## src/hw/rtl/qra_pkg.sv

```systemverilog
package qra_pkg;

  typedef enum logic [2:0] {
    ST_IDLE,
    ST_PROD,
    ST_SQR,
    ST_NORM,
    ST_NEWT,
    ST_SCALE,
    ST_FIN
  } state_t;

  localparam logic OP_ROTATE = 1'b0;
  localparam logic OP_LOAD   = 1'b1;

  localparam logic signed [17:0] QONE = 18'sh10000;
  localparam logic signed [17:0] QMIN = -18'sh20000;
  localparam logic signed [17:0] QMAX = 18'sh1ffff;

  localparam logic [42:0] X_HI = 43'h4000_0000;   // 2^30
  localparam logic [42:0] X_LO = 43'h1000_0000;   // 2^28
  localparam logic [33:0] THREE_Q30 = 34'h0_c000_0000;

  // multiplier operands and product
  localparam int MW = 35;
  localparam int PW = 2 * MW;

  typedef struct packed {
    logic [1:0] idx;
    logic       neg;
  } term_t;

  // left operand of term j of every component: w, x, y, z
  function automatic logic [1:0] a_index(input logic [1:0] j);
    logic [1:0] res;
    unique case (j)
      2'd0:    res = 2'd3;
      2'd1:    res = 2'd0;
      2'd2:    res = 2'd1;
      default: res = 2'd2;
    endcase
    return res;
  endfunction

  // right operand and sign of the Hamilton product, component c, term j
  function automatic term_t b_term(input logic [1:0] c, input logic [1:0] j);
    term_t res;
    unique case ({c, j})
      4'h0: res = '{2'd0, 1'b0};
      4'h1: res = '{2'd3, 1'b0};
      4'h2: res = '{2'd2, 1'b0};
      4'h3: res = '{2'd1, 1'b1};
      4'h4: res = '{2'd1, 1'b0};
      4'h5: res = '{2'd2, 1'b1};
      4'h6: res = '{2'd3, 1'b0};
      4'h7: res = '{2'd0, 1'b0};
      4'h8: res = '{2'd2, 1'b0};
      4'h9: res = '{2'd1, 1'b0};
      4'ha: res = '{2'd0, 1'b1};
      4'hb: res = '{2'd3, 1'b0};
      4'hc: res = '{2'd3, 1'b0};
      4'hd: res = '{2'd0, 1'b1};
      4'he: res = '{2'd1, 1'b1};
      default: res = '{2'd2, 1'b1};
    endcase
    return res;
  endfunction

  // 4/sqrt(i+0.5) seed, Q.16 before the shift up to Q.30
  function automatic logic [16:0] seed(input logic [3:0] i);
    logic [16:0] res;
    unique case (i)
      4'd4:    res = 17'd123576;
      4'd5:    res = 17'd111779;
      4'd6:    res = 17'd102821;
      4'd7:    res = 17'd95721;
      4'd8:    res = 17'd89915;
      4'd9:    res = 17'd85051;
      4'd10:   res = 17'd80899;
      4'd11:   res = 17'd77302;
      4'd12:   res = 17'd74146;
      4'd13:   res = 17'd71347;
      4'd14:   res = 17'd68842;
      4'd15:   res = 17'd66585;
      default: res = 17'd0;
    endcase
    return res;
  endfunction

endpackage

```

## src/hw/rtl/qra_mul.sv

```systemverilog
module qra_mul (
  input  logic                             clk,
  input  logic signed [qra_pkg::MW-1:0]    a,
  input  logic signed [qra_pkg::MW-1:0]    b,
  output logic signed [qra_pkg::PW-1:0]    p
);

  always_ff @(posedge clk) begin
    p <= a * b;
  end

endmodule

```

## config.mk

```make
export PLATFORM = sky130hd
export DESIGN_NAME = qra_mul
export DESIGN_NICKNAME = d
export VERILOG_FILES = /design/src/hw/rtl/qra_pkg.sv /design/src/hw/rtl/qra_mul.sv
export SDC_FILE = /design/constraint.sdc
export NUM_CORES = 2
export LEC_CHECK = 0
export BUFFER_PORTS_ARGS = -buffer_cell sky130_fd_sc_hd__buf_2
export CAP_MARGIN = 5
export CORE_UTILIZATION = 67
export CTS_CLUSTER_SIZE = 8
export DETAILED_ROUTE_END_ITERATION = 8
export PLACE_DENSITY_LB_ADDON = 0.1
export SLEW_MARGIN = 20
export SYNTH_ARGS = -nofsm -noshare
export SYNTH_HDL_FRONTEND = slang
export SYNTH_SLANG_ARGS = --single-unit
```

## constraint.sdc

```tcl
create_clock -name clk -period 10.55 [get_ports clk]
set_input_delay 0.5275 -clock clk [delete_from_list [all_inputs] [get_ports clk]]
set_output_delay 0.5275 -clock clk [all_outputs]
set_load 0.005 [all_outputs]
```

-- Word-level counts from Yosys, hierarchy flattened
Cells that the tools add are included.
- add/subtract/negate cells: 0
- $mul: 1
- divide/modulo/power cells: 0
- magnitude comparators: 0
- equal/unequal tests: 0
- shifts and indexed selects: 0
- multiplexer cells: 0
- bitwise logic cells: 0
- reductions and logical operators: 0
- operators with widths (kind ; count):
    multiplier 35 x 35 -> 70 bit ; 1
- flip-flop bits (word level): 70
- bits in latches: 0
- RAM bits: 0
- ROM bits: 0
- input bits: 71
- memories: 0

-- Longest topological paths before layout
- depth in word-level cells: 1
- gate-level depth with buffers: 30

-- Least setup slack after synthesis
No wires, ideal clock.
- path type: in2reg
- from: in a[34] (netlist name)
- to: reg p[68] (netlist name)
- data arrival time: 8.393 ns
- required time: 10.427 ns
- slack: 2.034 ns
- stages: 28
- cells stage by stage: clkbuf_1 > clkbuf_1 > nand2_1 > inv_1 > fa_1 > fa_1 > fa_1 > inv_1 > fa_1 > inv_1 > fa_1 > fa_1 > fa_1 > inv_1 > fa_1 > inv_1 > ha_1 > buf_4 > a21o_1 > a21o_1 > a21oi_1 > o21ai_0 > a221o_1 > a21o_1 > a31oi_1 > o21a_1 > o21ai_1 > xor2_1
- longest elaborated chain between the ends: 1
- RTL lines (what ; line ; RTL):
    start: declaration ; qra_mul.sv:3 ; input logic signed [qra_pkg::MW-1:0] a,
    multiplier 35 x 35 -> 70 bit ; qra_mul.sv:9 ; p <= a * b;
    end signal: assignment ; qra_mul.sv:9 ;
    end: declaration ; qra_mul.sv:5 ; output logic signed [qra_pkg::PW-1:0] p
Every way passes these cells.

-- Worst setup path after layout
Ends and elaborated chain as after synthesis.

==> impl_metrics.toml <==
[floorplanning]
io_pins = 141
die_area_um2 = 68000
die_height_um = 261
start_util = 0.680
die_w_um = 261
num_rows = 94
core_area_um2 = 66000

[critical_path]
critical-path-max-stage-delay_ns = 0.84
crit_slowest_cell = "fa_1"
critPathRequiredTime_ns = 10.79
cp.arrival_ns = 9.19
worstSetupPathDepth = 27
crit_path_frequent_cell = "fa_1"
cp-start-kind = "primary input"
cpLargestDelayFamily = "adder cells"
critPathBufInv = 7
critPathKind = "primary input to flip-flop"
crit_path_end_kind = "flip-flop"
cp_max_fo = 35

[finish]
fillers = 5259
num-nets-final = 6179
mostFrequentLayoutCell = "fa_1"
drive_gt1_frac = 0.0435
area_delta_synth_final_pct = 2.72
mostFrequentLayoutCells = "fa_1 (1310), inv_1 (1158), and2_1 (667)"
largest_register_ffs = 70
regMostFlops = "p"
reg_top3 = "p: 70 flops"
utilization = 0.698
instances_no_fill = 5462
finalInstanceArea_um2 = 46100

[placed_design]
place_area_um2 = 45700
port_buffers = 140
dp.cells = 5443
gp_congestion = 0.944
dp_hpwl_um = 94700

[cts]
ctsResizeCount = 0
ctsHoldBuffers = 0
cts_buffers = 9
cts_setup_buffers = 0
cts_buffer_depth = 2
clkTransAtPathRegs_ns = 0.07
htreeDepth = 3
clock-sinks = 70
cts-root-buf = "clkbuf_16"
cts_tree = "yes"

[synthesis]
synth_area_um2 = 44800
synth_edf_count = 0
netlist_instances = 4671
avgSynthCellArea_um2 = 9.60
synth_top_family_by_area = "adder cells"
ys_ff_latch = 70
synthAdderAreaFrac = 0.643
yosys.area_share.xor_xnor = 0.0154
yosys_warnings = 0
synth.area.mux_share = 0
synth-simple-area-share = 0.156
ys_async_sr_fraction = 0
ys_types = 71
yosysSeqAreaShare = 0.0313
synth_compound_gate_area_share = 0.0335
synth_nets = 6260
ys.flop_type = "dfxtp_1"

[detailed_routing]
drc = 24
drt.antenna.violating_nets = 0
dr.first_iter.drc_count = 2001
viasPerCell = 5.67
wl_per_cell_um = 20.7
first_pass_iters = 9
vias = 31000
wirelength_um = 113000

[run_status]
violations = "design-rule violations"
status = "finished with violations"

[global_routing]
grt_pass1_vias = 34600
grt_start_max_net_pins = 36
gr-total-overflow = 0
grtUsageTotal = 0.356
grt_pass1_wl_um = 184000
antenna_found_initial = 4

[flow_run]
drv_cap = 0

[sta]
tightestPinTransition_ns = 0.921
post-route-period-util = 0.849
slew_viol_final = 0
finalSetupTns_ns = 0
slew_headroom = 0.386
rsz0062_at_grt = "no"
period_minus_slack_ns = 8.95
fmax_ghz = 0.112
timing_hold_violations_final = 0
setup_viol = 0

[worst_hold_path]
whs_path_depth = 3
hold_path.class = "primary input to flip-flop"
==> cells by family after synthesis <==
family / count (synthesis)
xor gates and xnor gates: 79
and+or+nand+nor: 1365
adders and majority gates: 1518
buffers and inverters: 1410
AOI/OAI and AO/OA: 229
DFF: 70
==> stage by stage <==
stage,hold slack [ns],setup slack [ns]
after floorplan,0.655,2.03
after global placement,0.903,1.52
after detailed placement,0.900,1.32
after CTS,0.805,1.62
after global routing,0.828,1.17
final,0.825,1.60
==> Yosys cell counts, drive strengths merged, types with 17 or more instances <==
| master | instances | area (um2) |
|---|---|---|
| a21o | 39 | 294 |
| a21oi | 76 | 384 |
| and2 | 667 | 4170 |
| buf | 19 | 161 |
| clkbuf | 231 | 877 |
| dfxtp | 70 | 1400 |
| fa | 1311 | 26200 |
| ha | 207 | 2590 |
| inv | 1159 | 4350 |
| nand2 | 569 | 2140 |
| nand4 | 17 | 113 |
| nor2 | 53 | 201 |
| o21ai | 48 | 251 |
| xnor2 | 54 | 473 |
| xor2 | 25 | 219 |
==> layer usage <==
metal,vias up,global-route usage,share of wire
met1,16400,0.444,0.37
met4,2,0.174,0.056
met3,351,0.0370,0.051
met5,-,0,0.00012
li1,13100,-,-
met2,1115,0.623,0.52
==> tightest hold or removal path, cell delays in order <==
cell    delay (ns)
buf_2         0.15
buf_4         0.25
and2_1        0.19
==> final cells by class <==
type / instances / area (um2) / share of cell area
Multi-Input combinational cell: 3191 / 38000 / 0.826
Tap cell: 864 / 1080 / 0.0235
Clock buffer: 10 / 239 / 0.00519
Inverter: 1159 / 4350 / 0.0945
Antenna cell: 3 / 7.51 / 0.000163
Sequential cell: 70 / 1400 / 0.0304
Clock inverter: 6 / 93.8 / 0.00204
Timing Repair Buffer: 159 / 843 / 0.0183
==> final timing paths <==
path,endpoint,from
worst min-delay path,p[0],b[0]
worst max-delay path,p[68],a[34]
Power is not shown: default switching activity piles up to over one toggle a cycle in this logic, so the estimate is an artifact.
